**src/rtl/sjf_pkg.sv**
```systemverilog
`timescale 1ns / 1ps
// ----------------------------------------------------------------------------
// sjf_pkg
// Shared widths, state encoding and controller/datapath interface structs
// for the shortest-job-first scheduler.
// ----------------------------------------------------------------------------
package sjf_pkg;

  localparam int MAX_JOBS_DEF = 16;

  localparam int BURST_W   = 16;  // burst time per job
  localparam int JOB_IDX_W = 4;   // job_index output field
  localparam int TIME_W    = 20;  // run clock, wait and turnaround times
  localparam int TOT_W     = 24;  // wait / turnaround totals
  localparam int FRAC_W    = 8;   // fraction bits of the averages
  localparam int FX_W      = 28;  // average output fields
  localparam int DIV_W     = TOT_W + FRAC_W;  // dividend width

  // Controller states, one-hot
  typedef enum logic [11:0] {
    ST_LOAD       = 12'b0000_0000_0001,
    ST_SCAN       = 12'b0000_0000_0010,
    ST_SCAN_FIN   = 12'b0000_0000_0100,
    ST_PICK       = 12'b0000_0000_1000,
    ST_SUM_RD     = 12'b0000_0001_0000,
    ST_SUM_ACC    = 12'b0000_0010_0000,
    ST_DIV_W      = 12'b0000_0100_0000,
    ST_DIV_W_WAIT = 12'b0000_1000_0000,
    ST_DIV_T      = 12'b0001_0000_0000,
    ST_DIV_T_WAIT = 12'b0010_0000_0000,
    ST_EMIT_RD    = 12'b0100_0000_0000,
    ST_EMIT_LD    = 12'b1000_0000_0000
  } sjf_state_t;

  // Commands from controller to datapath
  typedef struct packed {
    logic load;       // store an incoming burst
    logic scan_init;  // start scheduling of the set
    logic scan_rd;    // read next entry for the min search
    logic pick;       // commit the current best job
    logic rd;         // read burst and wait stores at idx
    logic sum_acc;    // add the read entry into the totals
    logic idx_inc;
    logic idx_clr;
    logic div_start;
    logic div_sel;    // 0: wait total, 1: turnaround total
    logic load_out;   // load the output register
    logic end_set;    // clear per-set state
  } sjf_cmd_t;

  // Status from datapath to controller
  typedef struct packed {
    logic idx_last;
    logic pick_last;
    logic div_done;
    logic out_free;
  } sjf_stat_t;

endpackage

```
**src/rtl/sjf_div.sv**
```systemverilog
`timescale 1ns / 1ps
// ----------------------------------------------------------------------------
// sjf_div
// Restoring divider, one quotient bit per cycle, for the averages.
// ----------------------------------------------------------------------------
module sjf_div #(
  parameter int DEN_W = 5
) (
  input  logic                      clk,
  input  logic                      rst,
  input  logic                      start,
  input  logic [sjf_pkg::DIV_W-1:0] dividend,
  input  logic [DEN_W-1:0]          divisor,
  output logic                      done,
  output logic [sjf_pkg::DIV_W-1:0] quotient
);
  import sjf_pkg::*;

  localparam int CNT_W = $clog2(DIV_W);

  logic             busy;
  logic [CNT_W-1:0] step;
  logic [DEN_W-1:0] rem;
  logic [DIV_W-1:0] quo;
  logic [DEN_W:0]   rem_sh;
  logic [DEN_W:0]   rem_sub;
  logic             q_bit;

  assign rem_sh  = {rem, quo[DIV_W-1]};
  assign rem_sub = rem_sh - {1'b0, divisor};
  assign q_bit   = (rem_sh >= {1'b0, divisor});

  always_ff @(posedge clk) begin
    if (rst) begin
      busy <= 1'b0;
      done <= 1'b0;
      step <= '0;
    end else begin
      done <= busy && (step == CNT_W'(DIV_W - 1));
      if (start) begin
        busy <= 1'b1;
        step <= '0;
      end else if (busy) begin
        step <= step + CNT_W'(1);
        if (step == CNT_W'(DIV_W - 1)) begin
          busy <= 1'b0;
        end
      end
    end
  end

  always_ff @(posedge clk) begin
    if (start) begin
      rem <= '0;
      quo <= dividend;
    end else if (busy) begin
      rem <= q_bit ? rem_sub[DEN_W-1:0] : rem_sh[DEN_W-1:0];
      quo <= {quo[DIV_W-2:0], q_bit};
    end
  end

  assign quotient = quo;

endmodule

```
**src/rtl/sjf_dp.sv**
```systemverilog
`timescale 1ns / 1ps
// ----------------------------------------------------------------------------
// sjf_dp
// Datapath: burst and wait stores, done flags, min search, run clock,
// totals, averaging divider and output register.
// ----------------------------------------------------------------------------
module sjf_dp #(
  parameter int MAX_JOBS = sjf_pkg::MAX_JOBS_DEF
) (
  input  logic                          clk,
  input  logic                          rst,
  input  sjf_pkg::sjf_cmd_t             cmd,
  output sjf_pkg::sjf_stat_t            stat,
  input  logic [sjf_pkg::BURST_W-1:0]   burst,
  output logic                          out_valid,
  input  logic                          out_ready,
  output logic [sjf_pkg::JOB_IDX_W-1:0] job_index,
  output logic [sjf_pkg::BURST_W-1:0]   job_burst,
  output logic [sjf_pkg::TIME_W-1:0]    wait_time,
  output logic [sjf_pkg::TIME_W-1:0]    turnaround_time,
  output logic [sjf_pkg::FX_W-1:0]      avg_wait_fx,
  output logic [sjf_pkg::FX_W-1:0]      avg_turnaround_fx,
  output logic                          final_res
);
  import sjf_pkg::*;

  localparam int IDX_W = (MAX_JOBS > 1) ? $clog2(MAX_JOBS) : 1;
  localparam int CNT_W = $clog2(MAX_JOBS + 1);

  logic [BURST_W-1:0] burst_mem [MAX_JOBS];
  logic [TIME_W-1:0]  wait_mem  [MAX_JOBS];
  logic [BURST_W-1:0] burst_q;
  logic [TIME_W-1:0]  wait_q;

  logic [MAX_JOBS-1:0] done_flags;
  logic [CNT_W-1:0]    job_count;
  logic [IDX_W-1:0]    idx;
  logic [IDX_W-1:0]    pick_cnt;
  logic [TIME_W-1:0]   run_clock;
  logic [TOT_W-1:0]    wait_total;
  logic [TOT_W-1:0]    turnaround_total;

  logic               cmp_en;
  logic [IDX_W-1:0]   cmp_idx;
  logic               found;
  logic [IDX_W-1:0]   best;
  logic [BURST_W-1:0] best_burst;
  logic               take;

  logic               div_sel_q;
  logic [DIV_W-1:0]   dividend;
  logic               div_done;
  logic [DIV_W-1:0]   quotient;
  logic [FX_W-1:0]    avg_w;
  logic [FX_W-1:0]    avg_t;

  logic [TIME_W-1:0]  turn_cur;
  logic [CNT_W-1:0]   count_m1;
  logic               set_room;

  assign count_m1 = job_count - CNT_W'(1);
  assign set_room = (job_count < CNT_W'(MAX_JOBS));
  assign turn_cur = wait_q + TIME_W'(burst_q);

  assign take = cmp_en && !done_flags[cmp_idx] && (!found || (burst_q < best_burst));

  assign stat.idx_last  = (CNT_W'(idx) == count_m1);
  assign stat.pick_last = (CNT_W'(pick_cnt) == count_m1);
  assign stat.div_done  = div_done;
  assign stat.out_free  = !out_valid || out_ready;

  // Stores: one write and one registered read per cycle
  always_ff @(posedge clk) begin
    if (cmd.load && set_room) begin
      burst_mem[job_count[IDX_W-1:0]] <= burst;
    end
    if (cmd.scan_rd || cmd.rd) begin
      burst_q <= burst_mem[idx];
    end
  end

  always_ff @(posedge clk) begin
    if (cmd.pick) begin
      wait_mem[best] <= run_clock;
    end
    if (cmd.rd) begin
      wait_q <= wait_mem[idx];
    end
  end

  // Per-set control state
  always_ff @(posedge clk) begin
    if (rst) begin
      done_flags       <= '0;
      job_count        <= '0;
      idx              <= '0;
      pick_cnt         <= '0;
      run_clock        <= '0;
      wait_total       <= '0;
      turnaround_total <= '0;
      cmp_en           <= 1'b0;
      found            <= 1'b0;
    end else begin
      cmp_en <= cmd.scan_rd;

      if (cmd.load && set_room) begin
        job_count <= job_count + CNT_W'(1);
      end

      if (cmd.scan_init || cmd.pick || cmd.idx_clr || cmd.end_set) begin
        idx <= '0;
      end else if (cmd.scan_rd || cmd.idx_inc) begin
        idx <= idx + IDX_W'(1);
      end

      if (cmd.scan_init) begin
        pick_cnt <= '0;
      end else if (cmd.pick) begin
        pick_cnt <= pick_cnt + IDX_W'(1);
      end

      if (cmd.scan_init || cmd.pick) begin
        found <= 1'b0;
      end else if (take) begin
        found <= 1'b1;
      end

      if (cmd.pick) begin
        done_flags[best] <= 1'b1;
        run_clock        <= run_clock + TIME_W'(best_burst);
      end

      if (cmd.sum_acc) begin
        wait_total       <= wait_total + TOT_W'(wait_q);
        turnaround_total <= turnaround_total + TOT_W'(turn_cur);
      end

      if (cmd.end_set) begin
        done_flags       <= '0;
        job_count        <= '0;
        run_clock        <= '0;
        wait_total       <= '0;
        turnaround_total <= '0;
      end
    end
  end

  // Min search payload
  always_ff @(posedge clk) begin
    if (take) begin
      best       <= cmp_idx;
      best_burst <= burst_q;
    end
    if (cmd.scan_rd) begin
      cmp_idx <= idx;
    end
  end

  // Averages
  assign dividend = cmd.div_sel ? {turnaround_total, FRAC_W'(0)}
                                : {wait_total, FRAC_W'(0)};

  sjf_div #(
    .DEN_W (CNT_W)
  ) u_div (
    .clk      (clk),
    .rst      (rst),
    .start    (cmd.div_start),
    .dividend (dividend),
    .divisor  (job_count),
    .done     (div_done),
    .quotient (quotient)
  );

  always_ff @(posedge clk) begin
    if (cmd.div_start) begin
      div_sel_q <= cmd.div_sel;
    end
    if (div_done) begin
      if (div_sel_q) begin
        avg_t <= quotient[FX_W-1:0];
      end else begin
        avg_w <= quotient[FX_W-1:0];
      end
    end
  end

  // Output register
  always_ff @(posedge clk) begin
    if (rst) begin
      out_valid <= 1'b0;
    end else if (cmd.load_out) begin
      out_valid <= 1'b1;
    end else if (out_ready) begin
      out_valid <= 1'b0;
    end
  end

  always_ff @(posedge clk) begin
    if (cmd.load_out) begin
      job_index         <= JOB_IDX_W'(idx);
      job_burst         <= burst_q;
      wait_time         <= wait_q;
      turnaround_time   <= turn_cur;
      avg_wait_fx       <= stat.idx_last ? avg_w : '0;
      avg_turnaround_fx <= stat.idx_last ? avg_t : '0;
      final_res         <= stat.idx_last;
    end
  end

endmodule

```
**src/rtl/sjf_ctrl.sv**
```systemverilog
`timescale 1ns / 1ps
// ----------------------------------------------------------------------------
// sjf_ctrl
// Controller: sequences load, selection passes, totals, averaging and
// result emission.
// ----------------------------------------------------------------------------
module sjf_ctrl (
  input  logic               clk,
  input  logic               rst,
  input  logic               in_valid,
  output logic               in_ready,
  input  logic               last_job,
  input  sjf_pkg::sjf_stat_t stat,
  output sjf_pkg::sjf_cmd_t  cmd
);
  import sjf_pkg::*;

  sjf_state_t state;
  sjf_state_t state_next;

  always_ff @(posedge clk) begin
    if (rst) begin
      state <= ST_LOAD;
    end else begin
      state <= state_next;
    end
  end

  always_comb begin
    state_next = state;
    cmd        = '0;
    in_ready   = 1'b0;
    unique case (state)
      ST_LOAD: begin
        in_ready = 1'b1;
        cmd.load = in_valid;
        if (in_valid && last_job) begin
          cmd.scan_init = 1'b1;
          state_next    = ST_SCAN;
        end
      end
      ST_SCAN: begin
        cmd.scan_rd = 1'b1;
        if (stat.idx_last) begin
          state_next = ST_SCAN_FIN;
        end
      end
      ST_SCAN_FIN: begin
        state_next = ST_PICK;
      end
      ST_PICK: begin
        cmd.pick   = 1'b1;
        state_next = stat.pick_last ? ST_SUM_RD : ST_SCAN;
      end
      ST_SUM_RD: begin
        cmd.rd     = 1'b1;
        state_next = ST_SUM_ACC;
      end
      ST_SUM_ACC: begin
        cmd.sum_acc = 1'b1;
        if (stat.idx_last) begin
          cmd.idx_clr = 1'b1;
          state_next  = ST_DIV_W;
        end else begin
          cmd.idx_inc = 1'b1;
          state_next  = ST_SUM_RD;
        end
      end
      ST_DIV_W: begin
        cmd.div_start = 1'b1;
        state_next    = ST_DIV_W_WAIT;
      end
      ST_DIV_W_WAIT: begin
        if (stat.div_done) begin
          state_next = ST_DIV_T;
        end
      end
      ST_DIV_T: begin
        cmd.div_start = 1'b1;
        cmd.div_sel   = 1'b1;
        state_next    = ST_DIV_T_WAIT;
      end
      ST_DIV_T_WAIT: begin
        if (stat.div_done) begin
          state_next = ST_EMIT_RD;
        end
      end
      ST_EMIT_RD: begin
        cmd.rd     = 1'b1;
        state_next = ST_EMIT_LD;
      end
      ST_EMIT_LD: begin
        if (stat.out_free) begin
          cmd.load_out = 1'b1;
          if (stat.idx_last) begin
            cmd.end_set = 1'b1;
            state_next  = ST_LOAD;
          end else begin
            cmd.idx_inc = 1'b1;
            state_next  = ST_EMIT_RD;
          end
        end
      end
      default: begin
        state_next = ST_LOAD;
      end
    endcase
  end

endmodule

```
**src/rtl/sjf_nonpreemptive_scheduler.sv**
```systemverilog
`timescale 1ns / 1ps
// ----------------------------------------------------------------------------
// sjf_nonpreemptive_scheduler
// Non-preemptive shortest-job-first scheduler for one job set at a time.
// ----------------------------------------------------------------------------
// Usage:
//   Input channel (in_valid/in_ready, burst, last_job): one item per job,
//   one per cycle. Up to MAX_JOBS bursts are stored; extra ones are dropped.
//   The item with last_job set closes the set and starts scheduling.
//   Output channel (out_valid/out_ready): one item per job in load order,
//   with burst, wait and turnaround times; the last item carries the
//   averages (8 fraction bits, truncated) and final_res.
// Processing for a set of n jobs after the closing item:
//   selection makes n picks, each scanning all stored jobs through the
//   single read port of the burst store; totals read each job back; the
//   two averages run in turn on the one-bit-per-cycle divider; then each
//   result is read and loaded into the output register.
// in_ready is high only while loading; the set is cleared as the last
// result enters the output register, so the next set loads while it waits.
// A stalled receiver holds the output register and pauses emission.
// Reset (rst, synchronous) empties the set and the output register.
// ----------------------------------------------------------------------------
module sjf_nonpreemptive_scheduler #(
  parameter int MAX_JOBS = sjf_pkg::MAX_JOBS_DEF
) (
  input  logic                          clk,
  input  logic                          rst,
  input  logic                          in_valid,
  output logic                          in_ready,
  input  logic [sjf_pkg::BURST_W-1:0]   burst,
  input  logic                          last_job,
  output logic                          out_valid,
  input  logic                          out_ready,
  output logic [sjf_pkg::JOB_IDX_W-1:0] job_index,
  output logic [sjf_pkg::BURST_W-1:0]   job_burst,
  output logic [sjf_pkg::TIME_W-1:0]    wait_time,
  output logic [sjf_pkg::TIME_W-1:0]    turnaround_time,
  output logic [sjf_pkg::FX_W-1:0]      avg_wait_fx,
  output logic [sjf_pkg::FX_W-1:0]      avg_turnaround_fx,
  output logic                          final_res
);
  import sjf_pkg::*;

  sjf_cmd_t  cmd;
  sjf_stat_t stat;

  // Sequencer
  sjf_ctrl u_ctrl (
    .clk      (clk),
    .rst      (rst),
    .in_valid (in_valid),
    .in_ready (in_ready),
    .last_job (last_job),
    .stat     (stat),
    .cmd      (cmd)
  );

  // Stores, search, totals, divider, output register
  sjf_dp #(
    .MAX_JOBS (MAX_JOBS)
  ) u_dp (
    .clk               (clk),
    .rst               (rst),
    .cmd               (cmd),
    .stat              (stat),
    .burst             (burst),
    .out_valid         (out_valid),
    .out_ready         (out_ready),
    .job_index         (job_index),
    .job_burst         (job_burst),
    .wait_time         (wait_time),
    .turnaround_time   (turnaround_time),
    .avg_wait_fx       (avg_wait_fx),
    .avg_turnaround_fx (avg_turnaround_fx),
    .final_res         (final_res)
  );

endmodule

```
**config.mk**
```make
export PLATFORM = sky130hd
export DESIGN_NAME = sjf_nonpreemptive_scheduler
export DESIGN_NICKNAME = d
export VERILOG_FILES = /design/src/rtl/sjf_pkg.sv /design/src/rtl/sjf_div.sv /design/src/rtl/sjf_dp.sv /design/src/rtl/sjf_ctrl.sv /design/src/rtl/sjf_nonpreemptive_scheduler.sv
export SDC_FILE = /design/constraint.sdc
export NUM_CORES = 1
export LEC_CHECK = 0
export ABC_AREA = 1
export ABC_CLOCK_PERIOD_IN_PS = 9390
export BUFFER_PORTS_ARGS = -buffer_cell sky130_fd_sc_hd__clkbuf_2
export CORE_UTILIZATION = 60
export CTS_CLUSTER_DIAMETER = 80
export DETAILED_ROUTE_END_ITERATION = 12
export PLACE_DENSITY_LB_ADDON = 0.15
export SYNTH_ARGS = -nofsm -noshare
export SYNTH_HDL_FRONTEND = slang
export SYNTH_SLANG_ARGS = --single-unit
```
**constraint.sdc**
```tcl
create_clock -name clk -period 9.39 [get_ports clk]
set_clock_uncertainty 0.2 [all_clocks]
set_input_delay 1.878 -clock clk [delete_from_list [all_inputs] [get_ports clk]]
set_output_delay 1.878 -clock clk [all_outputs]
set_load 0.02 [all_outputs]
```
Word-level counts from Yosys, hierarchy flattened
Memory sizes are Yosys's and may differ from the RTL's. A register that Yosys moved wholly into a read port is not among the register bits.
Cells that the tools add are included.
{"block": "word_totals", "elab_cells": 139, "inputBits": 21, "mem_bits_rw": 576, "memories": 2, "regBits": 354}
{"memory": "u_dp.wait_mem", "words": 16, "word_bits": 20, "read_ports": 1, "rd_clocked_by_memory_dff": 1, "wr": 1, "line": "sjf_dp.sv:31", "text": "logic [TIME_W-1:0] wait_mem [MAX_JOBS];"}
{"memory": "u_dp.burst_mem", "words": 16, "word_bits": 16, "read_ports": 1, "rd_clocked_by_memory_dff": 1, "wr": 1, "line": "sjf_dp.sv:30", "text": "logic [BURST_W-1:0] burst_mem [MAX_JOBS];"}
{"block": "op_classes", "bitwise": 2, "n_lt_le_gt_ge": 6, "reduce_logical": 28, "add_sub_neg": 10, "eq_ne": 20, "mux": 42}
{"op": "one-hot mux 12 bit (12 select lines)", "count": 1}
{"op": "two-way mux 32 bit", "count": 3}
{"op": "two-way mux 12 bit", "count": 5}
{"op": "adder 24 x 20 -> 24 bit", "count": 2}
{"op": "adder 20 x 16 -> 20 bit", "count": 2}
{"op": "two-way mux 1 bit", "count": 23}
{"op": "less-than comparator 16 bit", "count": 1}
{"op": "bitwise OR 16 bit", "count": 1}
{"op": "OR reduction 2 bit", "count": 7}
{"op": "equality test 12 x 1 -> 1 bit (second input constant)", "count": 1}
{"op": "equality test 12 x 10 -> 1 bit (second input constant)", "count": 1}
{"op": "equality test 12 x 11 -> 1 bit (second input constant)", "count": 1}
{"op": "equality test 12 bit (second input constant)", "count": 1}
{"op": "equality test 12 x 2 -> 1 bit (second input constant)", "count": 1}
{"op": "equality test 12 x 3 -> 1 bit (second input constant)", "count": 1}
{"op": "equality test 12 x 4 -> 1 bit (second input constant)", "count": 1}
{"op": "equality test 12 x 5 -> 1 bit (second input constant)", "count": 1}
{"op": "equality test 12 x 6 -> 1 bit (second input constant)", "count": 1}
{"op": "equality test 12 x 7 -> 1 bit (second input constant)", "count": 1}
{"op": "equality test 12 x 8 -> 1 bit (second input constant)", "count": 1}
{"op": "equality test 12 x 9 -> 1 bit (second input constant)", "count": 1}
{"op": "two-way mux 11 bit", "count": 1}
{"op": "adder 5 x 1 -> 5 bit (second input constant)", "count": 2}
{"op": "equality test 4 x 5 -> 1 bit", "count": 2}
{"op": "other kinds (23)", "count": 46}

Depth between registers and ports, before layout
Gate-level depths: netlist of the first run.
{"block": "depth", "word_depth": 7, "mapped_depth": 22, "depth_no_buf": 22}

Hierarchy
A second synthesis of the first run with hierarchy kept.
{"block": "unflattened", "hier_cells": 3896, "hier_area_um2": 42655.9}
{"module": "sjf_dp", "cells_each": 3508, "n_inst": 1, "area_per_inst_um2": 39665.5}
{"module": "sjf_div", "cells_each": 245, "n_inst": 1, "area_per_inst_um2": 2172.1}
{"module": "sjf_ctrl", "cells_each": 143, "n_inst": 1, "area_per_inst_um2": 818.3}

Worst setup path before layout of the first run
No wires, ideal clock.
{"block": "synth_timing", "path_type": "input -> register", "startpoint": "input out_ready", "endpoint": "register u_dp.turnaround_total[14]", "slack_ns": 4.630, "path_buffers": 2, "t_arrival_ns": 4.432, "setup_ns": 0.128, "path_stages": 9, "t_required_ns": 9.062, "path_cell_list": "nor2_1 nor2_4 nand2_2 nand2_4 inv_2 buf_6 buf_6 o21ai_2 a21oi_1"}
{"block": "synth_via", "elab_chain_cells": 4}
{"element": "start, declared", "line": "sjf_nonpreemptive_scheduler.sv:33", "text": "input logic out_ready,"}
{"element": "logical OR 1 bit", "line": "sjf_dp.sv:70", "text": "assign stat.out_free = !out_valid || out_ready;"}
{"element": "two-way mux 2 bit", "line": "sjf_ctrl.sv:93", "text": "if (stat.out_free) begin"}
{"element": "two-way mux 2 bit", "line": "sjf_ctrl.sv:33", "text": "unique case (state)"}
{"element": "OR reduction 2 bit (no line)"}
{"element": "end signal, assigned", "line": "sjf_dp.sv:135", "text": "turnaround_total <= turnaround_total + TOT_W'(turn_cur);"}
{"element": "end, declared", "line": "sjf_dp.sv:41", "text": "logic [TOT_W-1:0] turnaround_total;"}
Every way passes these cells.
A chain may end at the register's enable or synchronous reset.

Worst setup path in the final report of the first run
{"block": "layout_timing", "startpoint": "register u_ctrl.state[2]", "endpoint": "output in_ready"}
{"block": "layout_via", "elab_chain_cells": 2}
{"element": "start, declared", "line": "sjf_ctrl.sv:18", "text": "sjf_state_t state;"}
{"element": "start signal, assigned", "line": "sjf_ctrl.sv:25", "text": "state <= state_next;"}
{"element": "equality test 12 x 1 -> 1 bit", "line": "sjf_ctrl.sv:33"}
{"element": "two-way mux 1 bit", "line": "sjf_ctrl.sv:33"}
{"element": "end, declared", "line": "sjf_nonpreemptive_scheduler.sv:29", "text": "output logic in_ready,"}
Every way passes these cells.

==> flow_metrics.env, run 1 <==
export IMPL_die_w_microns=264
export IMPL_tns_ps=0
export IMPL_worstHoldStart="u_dp.u_div.rem[4]"
export IMPL_whs_path_depth=2
export IMPL_leakage_nw=17.8
export IMPL_vias=28400
export IMPL_synthDominantCellAreaShare=0.612
export IMPL_ys_seq_area_frac=0.672
export IMPL_slew_viol_final=0
export IMPL_fp_dieH_microns=264
export IMPL_r2r_start="u_dp.burst_q[0]"
export IMPL_layout_drive_gt1_share=0.108
export IMPL_finalCritPeriodShare=0.421
export IMPL_coreArea_sq_um=67600
export IMPL_drt_total_wl_microns=105000
export IMPL_die_area_sq_um=69900
export IMPL_synthesis_nets=3820
export IMPL_synth_compound_area_share=0.102
export IMPL_clock_latency_ps=670
export IMPL_area_growth_pct=11.7
export IMPL_io_pins=140
export IMPL_numClockSinks=966
export IMPL_drt_iter0_markers=3177
export IMPL_fin_hold_ws_ps=247
export IMPL_rsz0062_at_grt="no"
export IMPL_ctsHoldBuffers=0
export IMPL_antenna_found_initial=4
export IMPL_syn_area_per_cell_sq_um=11.2
export IMPL_h_tree_depth=3
export IMPL_cp_arrival_ps=1870
export IMPL_powerDensity_nw_per_um2=204
export IMPL_hold_viol_final=0
export IMPL_clockRootBuffer="clkbuf_16"
export IMPL_synthesis_area_sq_um=41300
export IMPL_hold_path_class="flip-flop to flip-flop"
export IMPL_period_minus_slack_ps=3950
export IMPL_maxCapViolCount=0
export IMPL_crit_type="flip-flop to primary output"
export IMPL_postCtsSetupBuffers=0
export IMPL_setup_viol=0
export IMPL_outcome="complete, no violations"
export IMPL_via_per_inst=5.94
export IMPL_yosysTopAreaCell="edfxtp_1"
export IMPL_path_clk_slew_ps=60
export IMPL_final_net_count=3953
export IMPL_cp_max_fo=3
export IMPL_tightest_slew_ps=1390
export IMPL_end_kind="primary output"
export IMPL_ir_drop_mv=0.182
export IMPL_place_congestion=0.955
export IMPL_grt_pass1_wl_microns=159000
export IMPL_hpwl_microns=65100
export IMPL_start_kind="flip-flop"
export IMPL_first_global_vias=26700
export IMPL_grt_max_degree=226
export IMPL_synth_top_family_by_area="simple AND/OR/NAND/NOR gates"
export IMPL_relSlewSlack=0.0708
export IMPL_yosys_cell_types_count=46
export IMPL_start_util=0.611
export IMPL_yosys_top_cells_area="edfxtp_1, nand2_1, dfxtp_1, nor2_1, o21ai_0"
export IMPL_syn_inst=3692
export IMPL_r2r_end="u_dp.turnaround_total[23]"
export IMPL_fin_ws_ps=5440
export IMPL_synthAdderAreaFrac=0.0333
export IMPL_synthSimpleGateAreaFrac=0.139
export IMPL_rr_worst_depth=21
export IMPL_layout_commonest_cell="edfxtp_1"
export IMPL_grt_overflow=0
export IMPL_routedWlPerCell_microns=22.0
export IMPL_muxShareOfSynthArea=0
export IMPL_cts_tree="built"
export IMPL_numCtsBuffers=96
export IMPL_ys_ff_latch=966
export IMPL_grt_use_total=0.301
export IMPL_fmax_mhz=253
export IMPL_layout_common_cells="edfxtp_1, nand2_1, nor2_1, o21ai_0, inv_1"
export IMPL_drtAntennaViolNets=0
export IMPL_ff2ff_setup_slack_ps=5470
export IMPL_synth_xor_area_share=0.0123
export IMPL_dp_slack_ps=4960
export IMPL_rows=95
export IMPL_clock_path_buffers=3
export IMPL_drc_errors=0
export IMPL_first_pass_iters=5
export IMPL_min_to="u_dp.u_div.rem[4]"
export IMPL_portBuffers=139
export IMPL_cts_repair_resized=0
export IMPL_cp_required_ps=7310
export IMPL_yosys_warnings=0
==> final cells by class <==
| cell class | count | area, sq um |
|---|---|---|
| fill | 5031 | 21500 |
| clock buffer | 127 | 2660 |
| clock inverter | 55 | 599 |
| antenna | 4 | 10.0 |
| multi-input combinational | 2296 | 11900 |
| tap | 873 | 1090 |
| sequential | 966 | 27800 |
| inverter | 274 | 1040 |
| timing repair buffer | 191 | 1100 |
==> per-stage QoR <==
step / instance area, sq um / util / std cells / power (mW)
3_3_place_gp: 42900 / 0.634 / 4600 / 5.58
5_1_grt: 46200 / 0.683 / 4782 / 9.69
4_1_cts: 46200 / 0.683 / 4782 / 9.45
2_1_floorplan: 41300 / - / 3692 / 5.32
6_report: 46200 / 0.683 / 4786 / 9.42
3_5_place_dp: 42900 / 0.634 / 4600 / 5.59
==> routing by layer <==
metal | vias to the layer above | global-route usage | wire length [microns]
li1 | 13300 | - | -
met1 | 13600 | 0.403 | 41500
met2 | 1253 | 0.499 | 51500
met3 | 207 | 0.0468 | 8240
met4 | 2 | 0.117 | 3910
met5 | - | 0 | 17
==> Yosys cell counts, drive strengths merged <==
| library cell | number |
|---|---|
| a21oi | 256 |
| or2 | 4 |
| xnor2 | 39 |
| o211ai | 8 |
| and3 | 1 |
| o22ai | 48 |
| edfxtp | 842 |
| a31oi | 25 |
| buf | 53 |
| nand4 | 39 |
| a41oi | 1 |
| and2 | 1 |
| nor4 | 1 |
| a221oi | 46 |
| nor2 | 450 |
| a21o | 4 |
| a211oi | 12 |
| o21bai | 3 |
| nand3 | 160 |
| clkinv | 3 |
| inv | 271 |
| xor2 | 19 |
| nand2 | 698 |
| nand3b | 7 |
| o21ai | 287 |
| clkbuf | 103 |
| o2111ai | 1 |
| ha | 102 |
| o21a | 20 |
| dfxtp | 124 |
| o221ai | 26 |
| fa | 5 |
| nor3b | 2 |
| nor3 | 31 |
==> worst max path at each step <==
stage | from | endpoint | slack, ps | depth (start not counted)
global route | u_dp.wait_q[0] | u_dp.turnaround_total[23] | 5030 | 21
global placement | out_ready | u_dp.turnaround_total[12] | 5010 | 9
finish | u_ctrl.state[2] | in_ready | 5440 | 6
CTS | u_ctrl.state[11] | in_ready | 5410 | 6
detailed placement | out_ready | u_dp.turnaround_total[12] | 4960 | 9
floorplan | out_ready | u_dp.turnaround_total[14] | 4630 | 9
==> sequential cells by signal, summed over array words and instances, names as in the netlist, 12 cells and up <==
name / flops
u_ctrl.state: 12
u_dp.avg_t: 28
u_dp.avg_turnaround_fx: 28
u_dp.avg_w: 28
u_dp.avg_wait_fx: 28
u_dp.best_burst: 16
u_dp.burst_mem: 256
u_dp.burst_q: 16
u_dp.done_flags: 16
u_dp.job_burst: 16
u_dp.run_clock: 20
u_dp.turnaround_time: 20
u_dp.turnaround_total: 24
u_dp.u_div.quotient: 32
u_dp.wait_mem: 320
u_dp.wait_q: 20
u_dp.wait_time: 20
u_dp.wait_total: 24
==> critical path, stage by stage, from the launching register on <==
cell and delay [ps]:
dfxtp_1 320, nor2_1 170, inv_1 80, nor2_1 180, inv_1 100, nor2_4 180
clkbuf_2 200
==> where the power goes <==
| group | internal (mW) | leakage [nW] | switching [mW] |
|---|---|---|---|
| Clock | 2.26 | 1.59 | 1.65 |
| Combinational | 0.207 | 7.24 | 0.554 |
| Sequential | 4.71 | 9.02 | 0.0416 |
| Total | 7.17 | 17.8 | 2.24 |
==> cells by family (layout without fill, tap and decap cells) <==
| family | after synthesis | count (layout) |
|---|---|---|
| XOR/XNOR | 58 | 58 |
| AND/OR/NAND/NOR | 1394 | 1394 |
| buffers and inverters | 430 | 647 |
| adder cells (fa/ha/maj) | 107 | 107 |
| flip-flops | 966 | 966 |
| AO/OA/AOI/OAI | 737 | 737 |
| other | 0 | 4 |
(Power assumes the default switching activity.)
==> inputs of run 2 (changes only) <==
--- a/config.mk
+++ b/config.mk
@@ -6,9 +6,9 @@
 export NUM_CORES = 1
 export LEC_CHECK = 0
 export ABC_AREA = 1
-export ABC_CLOCK_PERIOD_IN_PS = 9390
+export ABC_CLOCK_PERIOD_IN_PS = 3150
 export BUFFER_PORTS_ARGS = -buffer_cell sky130_fd_sc_hd__clkbuf_2
-export CORE_UTILIZATION = 60
+export CORE_UTILIZATION = 56
 export CTS_CLUSTER_DIAMETER = 80
 export DETAILED_ROUTE_END_ITERATION = 12
 export PLACE_DENSITY_LB_ADDON = 0.15
==> constraint.sdc (replaced) <==
create_clock -name clk -period 3.15 [get_ports clk]
set_clock_uncertainty 0.2 [all_clocks]
set_input_delay 0.63 -clock clk [delete_from_list [all_inputs] [get_ports clk]]
set_output_delay 0.63 -clock clk [all_outputs]
set_load 0.02 [all_outputs]
==> run 2 against run 1 <==
The flow now finishes with violations (negative setup slack); final cell count is 6.7% higher; worst hold slack worse by 91 ps; sequential cell count stayed put; core utilization is 0.97 points lower; global-route usage is 1.1 points lower; count of clock-buffer cells in the layout is 7 higher; worst setup slack worse by 5600 ps; sequential share of layout area is 3.6 points lower; combinational power grew to 4.0 times the previous value; routed wire length is 3.9% higher; critical path type is now flip-flop to flip-flop; critical endpoint is now u_dp.turnaround_total[19].
==> flow_metrics.env, run 2 (synthesized netlist as in run 1, its figures left out) <==
export IMPL_io_pins=140
export IMPL_ir_drop_mv=0.449
export IMPL_end_kind="flip-flop"
export IMPL_area_growth_pct=18.8
export IMPL_clock_path_buffers=3
export IMPL_cp_max_fo=3
export IMPL_fmax_mhz=304
export IMPL_routedWlPerCell_microns=21.4
export IMPL_relSlewSlack=0.460
export IMPL_regArea_sq_um=27800
export IMPL_drt_iter0_markers=2733
export IMPL_first_pass_iters=8
export IMPL_fin_util=0.673
export IMPL_layout_commonest_cell="edfxtp_1"
export IMPL_via_per_inst=5.71
export IMPL_cts_tree="built"
export IMPL_start_util=0.566
export IMPL_outcome="finished with violations"
export IMPL_rsz0062_at_grt="yes"
export IMPL_drc_errors=0
export IMPL_drt_total_wl_microns=109000
export IMPL_fin_hold_ws_ps=156
export IMPL_slew_viol_final=0
export IMPL_finalCritPeriodShare=1.04
export IMPL_ff2ff_setup_slack_ps=-140
export IMPL_fin_area_sq_um=49100
export IMPL_coreArea_sq_um=73000
export IMPL_num_antenna_cells=0
export IMPL_ctsHoldBuffers=0
export IMPL_final_net_count=4197
export IMPL_cp_slowest_cell="edfxtp_1"
export IMPL_crit_family="simple AND/OR/NAND/NOR gates"
export IMPL_layout_drive_gt1_share=0.196
export IMPL_violations="negative setup slack"
export IMPL_clock_latency_ps=670
export IMPL_die_w_microns=274
export IMPL_cp_required_ps=3490
export IMPL_setup_viol=11
export IMPL_critical_path_max_stage_delay_ps=360
export IMPL_hold_path_class="primary input to flip-flop"
export IMPL_numClockSinks=966
export IMPL_portBuffers=139
export IMPL_layout_common_cells="edfxtp_1, nand2_1, nor2_1, buf_4, o21ai_0"
export IMPL_antenna_found_initial=4
export IMPL_hold_viol_final=0
export IMPL_numCtsBuffers=99
export IMPL_n_fill_cell=5407
export IMPL_largest_reg_flops=320
export IMPL_start_kind="flip-flop"
export IMPL_grt_overflow=0
export IMPL_leakage_nw=19.2
export IMPL_die_area_sq_um=74900
export IMPL_drtAntennaViolNets=0
export IMPL_dp_slack_ps=-447
export IMPL_fp_dieH_microns=274
export IMPL_powerDensity_nw_per_um2=578
export IMPL_path_clk_slew_ps=70
export IMPL_place_congestion=0.952
export IMPL_crit_type="flip-flop to flip-flop"
export IMPL_grt_max_degree=134
export IMPL_regMostFlops="u_dp.wait_mem"
export IMPL_rows=99
export IMPL_hpwl_microns=72000
export IMPL_vias=29200
export IMPL_path_buf_inv=4
export IMPL_critPathLaunch="u_dp.burst_q[0]"
export IMPL_first_global_vias=27800
export IMPL_r2r_start="u_dp.burst_q[0]"
export IMPL_post_dp_cell_area_sq_um=44800
export IMPL_period_minus_slack_ps=3290
export IMPL_h_tree_depth=3
export IMPL_fin_ws_ps=-139
export IMPL_grt_pass1_wl_microns=164000
export IMPL_clockRootBuffer="clkbuf_16"
export IMPL_multi_input_area_sq_um=12900
export IMPL_maxCapViolCount=0
export IMPL_tightest_slew_ps=810
export IMPL_worstHoldStart="burst[3]"
export IMPL_worstPathCellList="ha_2, inv_2, fa_2, nor3_2, nor2_2, o21bai_1, buf_4, nand2_4, nand2_8, nand2_4, nand2_4, nand2_4, ha_1, nand2_1, nand2_1, inv_1, o21ai_1, a21oi_1, nand3_1, nand2_1, nand3_1, nand2_1, inv_1"
export IMPL_grt_use_total=0.291
export IMPL_cp_arrival_ps=3630
run 2: stage by stage:
stage | total power [mW] | setup TNS, ps | std cells
2_1_floorplan | 15.9 | -35170 | 3692
3_3_place_gp | 17.1 | -3250 | 4902
3_5_place_dp | 17.1 | -3950 | 4902
4_1_cts | 28.4 | -527 | 5099
5_1_grt | 29.3 | -2810 | 5107
6_report | 28.4 | -688 | 5107
run 2: repair_timing:
item / CTS / global route
endpoints found under the setup margin: 16 / 20
resized for setup: 96 / 110
setup buffers: 17 / 10
pin swaps: 32 / 35
run 2: final cells by class:
type                       instances  share of cell area
tap                              959              0.0244
inverter                         274              0.0212
clock buffer                     134              0.0548
timing repair buffer             432              0.0631
sequential                       966               0.566
clock inverter                    46             0.00849
multi-input combinational       2296               0.262
run 2: routing by layer:
metal	vias to the layer above	routed length [microns]	GRT usage
met5	-	57	0
met4	8	4620	0.124
met3	227	7380	0.0389
met2	1046	52500	0.478
met1	14100	44700	0.388
li1	13800	-	-
run 2: worst paths after layout:
kind | cells past startpoint | end
max | 23 | u_dp.turnaround_total[19]
min | 1 | u_dp.burst_mem[3][3]
max reg2reg | 23 | u_dp.turnaround_total[19]
min reg2reg | 1 | u_dp.done_flags[12]
run 2: report_power, final:
group | total (mW) | switching [mW] | leakage (nW) | internal [mW]
Sequential | 14.1 | 0.0880 | 9.02 | 14.0
Combinational | 3.03 | 2.01 | 8.69 | 1.02
Clock | 11.2 | 4.87 | 1.51 | 6.35
Total | 28.4 | 6.97 | 19.2 | 21.4
